**src/sv/vibration_noise_quake_detector_top_macros.svh**
```systemverilog
// Assertion helpers used by the detector controller (vnqd_ctrl).
// Each expects clk and arst_n in scope.
`ifndef VIBRATION_NOISE_QUAKE_DETECTOR_TOP_MACROS_SVH
`define VIBRATION_NOISE_QUAKE_DETECTOR_TOP_MACROS_SVH

// same-cycle implication
`define VNQD_ASSERT_IMP(name, ante, cons) \
	name: assert property (@(posedge clk) disable iff (!arst_n) (ante) |-> (cons)) \
		else $error("vnqd assertion failed");

// next-cycle implication
`define VNQD_ASSERT_NEXT(name, ante, cons) \
	name: assert property (@(posedge clk) disable iff (!arst_n) (ante) |=> (cons)) \
		else $error("vnqd assertion failed");

`endif

```
**src/sv/vnqd_pkg.sv**
```systemverilog
package vnqd_pkg;

	// jolt timestamp ring
	localparam int JOLT_SLOTS = 16;
	localparam int RING_AW    = $clog2(JOLT_SLOTS);
	localparam int CNT_W      = $clog2(JOLT_SLOTS + 1);

	// Q.8 baselines
	localparam int BASE_W = 24;

	// divide-by-5 by reciprocal multiply: q = (x * ceil(2^29 / 5)) >> 29,
	// exact for every 27-bit dividend
	localparam int               DIV_W     = 27;
	localparam int               DIV_SHIFT = 29;
	localparam logic [DIV_W-1:0] DIV_RECIP = 27'd107374183;

	localparam logic [31:0] QUAKE_COOLDOWN = 32'd120000;

	// configuration port
	localparam int CFG_IDX_W  = 3;
	localparam int CFG_DATA_W = 32;

	localparam logic [CFG_IDX_W-1:0] REG_JOLT_THR    = 3'd0;
	localparam logic [CFG_IDX_W-1:0] REG_MICRO_THR   = 3'd1;
	localparam logic [CFG_IDX_W-1:0] REG_SPIKE_FACT  = 3'd2;
	localparam logic [CFG_IDX_W-1:0] REG_NOISE_FLOOR = 3'd3;
	localparam logic [CFG_IDX_W-1:0] REG_COOLDOWN    = 3'd4;
	localparam logic [CFG_IDX_W-1:0] REG_MIN_JOLTS   = 3'd5;
	localparam logic [CFG_IDX_W-1:0] REG_JOLT_WIN    = 3'd6;
	localparam logic [CFG_IDX_W-1:0] REG_COINC_WIN   = 3'd7;

	localparam logic [15:0] RST_JOLT_THR    = 16'd400;
	localparam logic [15:0] RST_MICRO_THR   = 16'd150;
	localparam logic [7:0]  RST_SPIKE_FACT  = 8'd20;
	localparam logic [15:0] RST_NOISE_FLOOR = 16'd150;
	localparam logic [31:0] RST_COOLDOWN    = 32'd10000;
	localparam logic [4:0]  RST_MIN_JOLTS   = 5'd5;
	localparam logic [31:0] RST_JOLT_WIN    = 32'd5000;
	localparam logic [31:0] RST_COINC_WIN   = 32'd15000;

	typedef struct packed {
		logic [31:0] time_ms;
		logic [15:0] accel_mag;
		logic        noise_valid;
		logic [15:0] noise_rms;
	} in_item_t;

	typedef struct packed {
		logic        jolt_alert;
		logic        noise_alert;
		logic        quake_alert;
		logic        noise_spike;
		logic [15:0] accel_delta;
		logic [15:0] accel_avg;
		logic [15:0] noise_avg;
		logic [4:0]  recent_jolts;
		logic        vib_recent;
		logic        noise_recent;
	} out_item_t;

	typedef struct packed {
		logic load;
		logic calc1;
		logic calc2;
		logic scan;
		logic finish;
	} ctrl_cmd_t;

	typedef struct packed {
		logic scan_done;
		logic div_done;
	} dp_status_t;

endpackage

```
**src/sv/vnqd_ctrl.sv**
```systemverilog
`include "vibration_noise_quake_detector_top_macros.svh"

module vnqd_ctrl (
	input  logic                 clk,
	input  logic                 arst_n,
	input  logic                 in_valid,
	output logic                 in_ready,
	output logic                 out_valid,
	input  logic                 out_ready,
	input  vnqd_pkg::dp_status_t sts,
	output vnqd_pkg::ctrl_cmd_t  cmd
);
	import vnqd_pkg::*;

	localparam logic [2:0] S_IDLE  = 3'd0;
	localparam logic [2:0] S_CALC1 = 3'd1;
	localparam logic [2:0] S_CALC2 = 3'd2;
	localparam logic [2:0] S_SCAN  = 3'd3;
	localparam logic [2:0] S_FINAL = 3'd4;

	logic [2:0] state_q, state_d;
	logic       out_valid_q;

	assign in_ready  = (state_q == S_IDLE);
	assign out_valid = out_valid_q;

	always_comb begin
		state_d = state_q;
		cmd     = '0;
		unique case (state_q)
			S_IDLE: begin
				if (in_valid) begin
					cmd.load = 1'b1;
					state_d  = S_CALC1;
				end
			end
			S_CALC1: begin
				cmd.calc1 = 1'b1;
				state_d   = S_CALC2;
			end
			S_CALC2: begin
				cmd.calc2 = 1'b1;
				state_d   = S_SCAN;
			end
			S_SCAN: begin
				cmd.scan = 1'b1;
				if (sts.scan_done && sts.div_done) begin
					state_d = S_FINAL;
				end
			end
			S_FINAL: begin
				// result register must be free before it is reloaded
				if (!out_valid_q || out_ready) begin
					cmd.finish = 1'b1;
					state_d    = S_IDLE;
				end
			end
			default: state_d = S_IDLE;
		endcase
	end

	always_ff @(posedge clk or negedge arst_n) begin
		if (!arst_n) begin
			state_q     <= S_IDLE;
			out_valid_q <= 1'b0;
		end else begin
			state_q <= state_d;
			if (cmd.finish) begin
				out_valid_q <= 1'b1;
			end else if (out_ready) begin
				out_valid_q <= 1'b0;
			end
		end
	end

	`VNQD_ASSERT_NEXT(a_load_starts, cmd.load, state_q == S_CALC1)
	`VNQD_ASSERT_NEXT(a_div_started, state_q == S_CALC2, !sts.div_done)
	`VNQD_ASSERT_NEXT(a_final_holds, state_q == S_FINAL && out_valid_q && !out_ready, state_q == S_FINAL)
	`VNQD_ASSERT_NEXT(a_finish_shows, cmd.finish, out_valid_q && state_q == S_IDLE)

endmodule
```
**config.mk**
```make
export PLATFORM = sky130hd
export DESIGN_NAME = vnqd_ctrl
export DESIGN_NICKNAME = d
export VERILOG_FILES = /design/src/sv/vnqd_pkg.sv /design/src/sv/vnqd_ctrl.sv
export VERILOG_INCLUDE_DIRS = /design/src /design/src/sv
export SDC_FILE = /design/constraint.sdc
export NUM_CORES = 1
export LEC_CHECK = 0
export BUFFER_PORTS_ARGS = -buffer_cell sky130_fd_sc_hd__buf_2
export CAP_MARGIN = 20
export CORE_AREA = 5 5 42 44
export DETAILED_ROUTE_END_ITERATION = 12
export DIE_AREA = 0 0 47 49
export GPL_ROUTABILITY_DRIVEN = 0
export GPL_TIMING_DRIVEN = 0
export SETUP_SLACK_MARGIN = 0.4
export SYNTH_ARGS = -nofsm -noshare
export SYNTH_HDL_FRONTEND = slang
export SYNTH_SLANG_ARGS = --single-unit
```
**constraint.sdc**
```tcl
create_clock -name clk -period 1.9 [get_ports clk]
set_input_delay 0.38 -clock clk [delete_from_list [all_inputs] [get_ports clk]]
set_output_delay 0.38 -clock clk [all_outputs]
set_load 0.005 [all_outputs]
```
==> flow_metrics.env, run 1 <==
export IMPL_outcome="finished, final reports clean"
export IMPL_drtAntennaViolNets=0
export IMPL_synthDistinctLibCells=17
export IMPL_nets=54
export IMPL_cp_slowest_stage_delay_ns=0.40
export IMPL_synth_area_per_cell_um2=9.901
export IMPL_instances_no_fill=62
export IMPL_critPathCaptureType="output port"
export IMPL_grt_use_total_pct=5.791
export IMPL_die_w_um=47
export IMPL_hpwl_um=420.5
export IMPL_antenna_found_initial=0
export IMPL_p_leak_nw=0.2146
export IMPL_path_max_fanout=2
export IMPL_p_clk_share_pct=20.3
export IMPL_yosysSeqAreaShare_pct=43.96
export IMPL_area_growth_pct=81.87
export IMPL_clk_pin_slew_ns=0.04
export IMPL_ir_worst_vdd_mv=0.3048
export IMPL_wl_um=583
export IMPL_dieArea_mm2=0.002303
export IMPL_power_density_mw_per_mm2=1277
export IMPL_drv_slew=0
export IMPL_arrival_ns=1.24
export IMPL_place_inst=51
export IMPL_tritoncts="done"
export IMPL_postSynthCellCount=23
export IMPL_initial_core_util_pct=16.25
export IMPL_antennaDiodeCount=0
export IMPL_slew_headroom_pct=89.87
export IMPL_netlist_area_um2=227.7
export IMPL_coreArea_mm2=0.001401
export IMPL_start_kind="flip-flop"
export IMPL_ioPinCount=13
export IMPL_p_seq_share_pct=24.6
export IMPL_root_buffer="clkbuf_4"
export IMPL_synth_nets=29
export IMPL_wl_per_cell_um=9.403
export IMPL_crit_buf_inv=1
export IMPL_placementRows=14
export IMPL_overflow=0
export IMPL_finalCriticalPeriod_ns=1.623
export IMPL_switching_share_pct=34.51
export IMPL_insertion_delay_ns=0.24
export IMPL_max_clock_freq_ghz=0.6160
export IMPL_finClkSkew_ns=0.003993
export IMPL_numCtsBuffers=3
export IMPL_h_tree_depth=1
export IMPL_cts_max_path_buffers=2
export IMPL_yosys_warnings=0
export IMPL_grt_pass1_wl_um=924
export IMPL_maxCapViolations=0
export IMPL_crit_family="simple AND/OR/NAND/NOR gates"
export IMPL_die_h_um=49
export IMPL_vias_per_cell=4.065
export IMPL_period_share_pct=85.43
export IMPL_drive_above_1_share_pct=67.39
export IMPL_final_common_cell="buf_2"
export IMPL_p_sw_mw=0.1825
export IMPL_cp_cell_sequence="or3b_4 > nor2b_1 > buf_2"
export IMPL_numPortBuffers=12
export IMPL_fin_setup_tns_ns=0
export IMPL_cellInternalPower_mw=0.3463
export IMPL_finalHoldViolCount=0
export IMPL_setup_viol=0
export IMPL_worst_slew_pin_slew_ns=0.1500
export IMPL_layout_common_cells="buf_2 (12), buf_4 (8), clkbuf_4 (3)"
export IMPL_hold_class="input port to flip-flop"
export IMPL_required_ns=1.52
export IMPL_critical_path_slowest_cell="dfrtp_2"
export IMPL_grt_pass1_vias=239
export IMPL_routed_via_count=252
export IMPL_worstSetupPathType="flip-flop to output port"
export IMPL_drt_iter0_markers=0
export IMPL_synth_seq_cells=4
export IMPL_rsz0062_at_grt="true"
export IMPL_comb_power_share_pct=55.1
export IMPL_grt_max_degree=8
export IMPL_drt_first_pass_iters=1
export IMPL_drc=0
export IMPL_clock_sinks=4
==> stage by stage <==
stage	hold WS, ns	utilization, %	total power, mW	setup WS (ns)	cell area (µm²)
after CTS	0.3816	28.04	0.5061	0.2665	392.9
after floorplan	0.08441	-	0.2605	0.5502	227.7
after global routing	0.3961	29.55	0.5677	0.2220	414.1
final	0.3943	29.55	0.5287	0.2767	414.1
after detailed placement	0.1921	21.96	0.3300	0.4276	307.8
after global placement	0.1891	21.96	0.3260	0.4312	307.8
==> Yosys cell counts <==
library cell | number | area share [%]
nor3_1 | 2 | 4.4
o22ai_2 | 1 | 5.5
nand2b_2 | 1 | 3.8
inv_1 | 1 | 1.6
nand3_1 | 1 | 2.2
a41oi_1 | 1 | 3.8
o21bai_1 | 2 | 6.6
buf_4 | 1 | 3.3
a21oi_1 | 1 | 2.2
or3b_4 | 1 | 4.9
nor2b_1 | 1 | 2.7
nand2_1 | 1 | 1.6
nor2_1 | 2 | 3.3
a21bo_1 | 1 | 4.4
dfrtp_1 | 4 | 44
nand2b_1 | 1 | 2.7
and2_1 | 1 | 2.7
==> logic make-up (layout without fill, tap and decap cells) <==
group,count (synthesis),in the layout,synth area share [%]
flops,4,4,43.96
buf+inv,2,25,4.945
simple gates,11,11,28.57
compound gates,6,6,22.52
==> what timing repair did <==
action	4_1_cts	5_1_grt
setup buffers	6	1
hold buffers	1	0
pin swaps	0	1
gates resized for setup	3	3
endpoints found under the setup margin	3	6
hold endpoints to repair	4	0
==> flip-flops by register name (all words and copies together), names as in the netlist <==
signal	count
out_valid	1
state_q	3
==> power groups by stage <==
| stage | combinational (mW) | sequential (mW) | clock (mW) |
|---|---|---|---|
| 4_1_cts | 0.266 | 0.129 | 0.111 |
| 2_1_floorplan | 0.113 | 0.147 | 0 |
| 3_5_place_dp | 0.170 | 0.160 | 0 |
| 3_3_place_gp | 0.168 | 0.158 | 0 |
| 6_report | 0.291 | 0.130 | 0.107 |
| 5_1_grt | 0.323 | 0.134 | 0.111 |
==> area by class of cell <==
cell class | count | area (µm²)
Tap cell | 16 | 20.02
Fill cell | 148 | 987.2
Inverter | 1 | 3.754
Multi-Input combinational cell | 17 | 135.1
Buffer | 1 | 7.507
Sequential cell | 4 | 102.6
Timing Repair Buffer | 20 | 122.6
Clock buffer | 3 | 22.52
==> path summary, 6_finish.rpt <==
check	slack, ns	endpoint	cells past startpoint	from
max in group asynchronous	1.28	state_q[1]$_DFFE_PN0P_	2	arst_n
min in group asynchronous	0.49	state_q[2]$_DFFE_PN0P_	2	arst_n
setup / recovery	0.28	cmd[0]	3	state_q[0]$_DFFE_PN0P_
hold / removal	0.39	state_q[1]$_DFFE_PN0P_	2	sts[0]
hold reg to reg	0.52	out_valid$_DFFE_PN0P_	2	out_valid$_DFFE_PN0P_
setup reg to reg	0.77	state_q[2]$_DFFE_PN0P_	3	state_q[0]$_DFFE_PN0P_
==> layer usage <==
layer | wire, µm | global-route usage (%) | vias to the layer above
li1 | - | - | 129
met1 | 255 | 6.208 | 110
met2 | 263 | 8.145 | 9
met3 | 37 | 1.107 | 4
met4 | 27 | 6.912 | 0
met5 | 0 | 0 | -
Note: power is estimated with default switching activity, not from simulation.
==> run 2: changes to the inputs <==
--- a/config.mk
+++ b/config.mk
@@ -9,6 +9,7 @@
 export BUFFER_PORTS_ARGS = -buffer_cell sky130_fd_sc_hd__buf_2
 export CAP_MARGIN = 20
 export CORE_AREA = 5 5 42 44
+export CTS_BUF_LIST = sky130_fd_sc_hd__clkbuf_16
 export DETAILED_ROUTE_END_ITERATION = 12
 export DIE_AREA = 0 0 47 49
 export GPL_ROUTABILITY_DRIVEN = 0
==> run 2 against run 1 <==
Worst setup slack better by 0.013 ns. Clock-buffer cell count unchanged. Critical path depth unchanged. Register-to-register slack about the same. Power up 45%. Clock skew down 0.0037 ns. Sequential cell count unchanged. Non-clock buffer count unchanged. Fmax up 0.81%. Via count down 2.4%. Critical path type unchanged.
==> flow_metrics.env, run 2 (synthesis gave the netlist of run 1 again) <==
export IMPL_tritoncts="done"
export IMPL_fin_setup_tns_ns=0
export IMPL_drtAntennaViolNets=0
export IMPL_crit_buf_inv=1
export IMPL_finalCriticalPeriod_ns=1.610
export IMPL_drt_iter0_markers=4
export IMPL_drv_slew=0
export IMPL_finalHoldViolCount=0
export IMPL_wl_um=657
export IMPL_ir_worst_vdd_mv=0.3873
export IMPL_die_w_um=47
export IMPL_antennaDiodeCount=0
export IMPL_final_common_cell="buf_2"
export IMPL_cts_max_path_buffers=2
export IMPL_period_share_pct=84.75
export IMPL_layout_common_cells="buf_2 (12), buf_4 (8), clkbuf_16 (3)"
export IMPL_largest_reg_flops=3
export IMPL_placementRows=14
export IMPL_regMostFlops="state_q"
export IMPL_slew_headroom_pct=89.81
export IMPL_final_util_pct=33.75
export IMPL_numCtsBuffers=3
export IMPL_power_density_mw_per_mm2=1621
export IMPL_finClkSkew_ns=0.0002675
export IMPL_cp_slowest_stage_delay_ns=0.40
export IMPL_h_tree_depth=1
export IMPL_antenna_found_initial=0
export IMPL_insertion_delay_ns=0.22
export IMPL_die_h_um=49
export IMPL_overflow=0
export IMPL_maxCapViolations=0
export IMPL_area_growth_pct=107.7
export IMPL_crit_family="simple AND/OR/NAND/NOR gates"
export IMPL_path_max_fanout=5
export IMPL_rsz0062_at_grt="true"
export IMPL_hpwl_um=420.5
export IMPL_cp_cell_sequence="or3b_4 > nor2b_1 > buf_2"
export IMPL_start_kind="flip-flop"
export IMPL_nets=54
export IMPL_routed_via_count=246
export IMPL_ioPinCount=13
export IMPL_hold_class="input port to flip-flop"
export IMPL_clk_pin_slew_ns=0.03
export IMPL_required_ns=1.52
export IMPL_grt_use_total_pct=7.057
export IMPL_clock_sinks=4
export IMPL_root_buffer="clkbuf_16"
export IMPL_arrival_ns=1.23
export IMPL_p_leak_nw=0.2403
export IMPL_grt_max_degree=8
export IMPL_setup_viol=0
export IMPL_initial_core_util_pct=16.25
export IMPL_max_clock_freq_ghz=0.6211
export IMPL_drc=0
export IMPL_layout_setup_ws_ns=0.2898
export IMPL_critical_path_slowest_cell="or3b_4"
export IMPL_outcome="finished, final reports clean"
export IMPL_drt_first_pass_iters=2
export IMPL_grt_pass1_wl_um=1090
export IMPL_worstSetupPathType="flip-flop to output port"
export IMPL_numPortBuffers=12
export IMPL_dieArea_mm2=0.002303
export IMPL_wl_per_cell_um=10.60
export IMPL_vias_per_cell=3.968
export IMPL_pre_cts_slack_ns=0.4276
export IMPL_drive_above_1_share_pct=67.39
export IMPL_critPathCaptureType="output port"
export IMPL_fill_cells=139
export IMPL_grt_pass1_vias=269
export IMPL_worst_slew_pin_slew_ns=0.1508
export IMPL_coreArea_mm2=0.001401
## run 2: path summary, 6_finish.rpt
path,start,to,slack (ns),depth (start not counted)
worst max-delay path,state_q[2]$_DFFE_PN0P_,cmd[0],0.29,3
worst max register to register,state_q[2]$_DFFE_PN0P_,state_q[2]$_DFFE_PN0P_,0.76,3
worst min-delay path,sts[0],state_q[1]$_DFFE_PN0P_,0.40,2
worst min register to register,out_valid$_DFFE_PN0P_,out_valid$_DFFE_PN0P_,0.53,2
max in group asynchronous,arst_n,state_q[0]$_DFFE_PN0P_,1.26,2
min in group asynchronous,arst_n,out_valid$_DFFE_PN0P_,0.50,2
## run 2: through the flow
stage | total power, mW | hold slack, ns | cells | instance area, µm²
3_5_place_dp | 0.3300 | 0.1921 | 51 | 307.8
6_report | 0.7667 | 0.4041 | 62 | 473.0
2_1_floorplan | 0.2605 | 0.08441 | 23 | 227.7
5_1_grt | 0.8138 | 0.4082 | 62 | 473.0
4_1_cts | 0.7288 | 0.3985 | 61 | 445.4
3_3_place_gp | 0.3260 | 0.1891 | 51 | 307.8
## run 2: area by class of cell
| type | instances | area, µm² | area share (%) |
|---|---|---|---|
| multi-input cells | 17 | 141.4 | 29.89 |
| repair buffers | 20 | 122.6 | 25.93 |
| flip-flops and latches | 4 | 102.6 | 21.69 |
| clock buffers | 3 | 75.07 | 15.87 |
| well taps | 16 | 20.02 | 4.233 |
| plain buffers | 1 | 7.507 | 1.587 |
| inverters | 1 | 3.754 | 0.7937 |
## run 2: report_power, final
group	total, mW	switching (mW)	internal, mW
logic	0.309	0.143	0.166
clock network	0.327	0.0579	0.269
registers	0.131	0.0162	0.115
total	0.767	0.217	0.550
## run 2: timing repair
| item | in CTS | in global routing |
|---|---|---|
| gates cloned | 0 | 0 |
| setup endpoints to repair | 3 | 5 |
| endpoints found under the hold margin | 4 | 0 |
| hold buffers | 1 | 0 |
| setup buffers | 6 | 1 |
| pin swaps | 0 | 1 |
| resized for setup | 3 | 4 |
## run 2: worst register-to-register path, stage by stage, from the launching register on
cell     delay [ns]
dfrtp_1        0.39
or3b_4         0.40
buf_4          0.15
o22ai_2        0.12
## run 2: metal layers
layer	GRT usage (%)	share of wire [%]	vias up
met5	0	0	-
met4	6.912	1.8	0
met3	3.321	5.3	2
met2	10.41	50	7
met1	6.637	42	109
li1	-	-	128
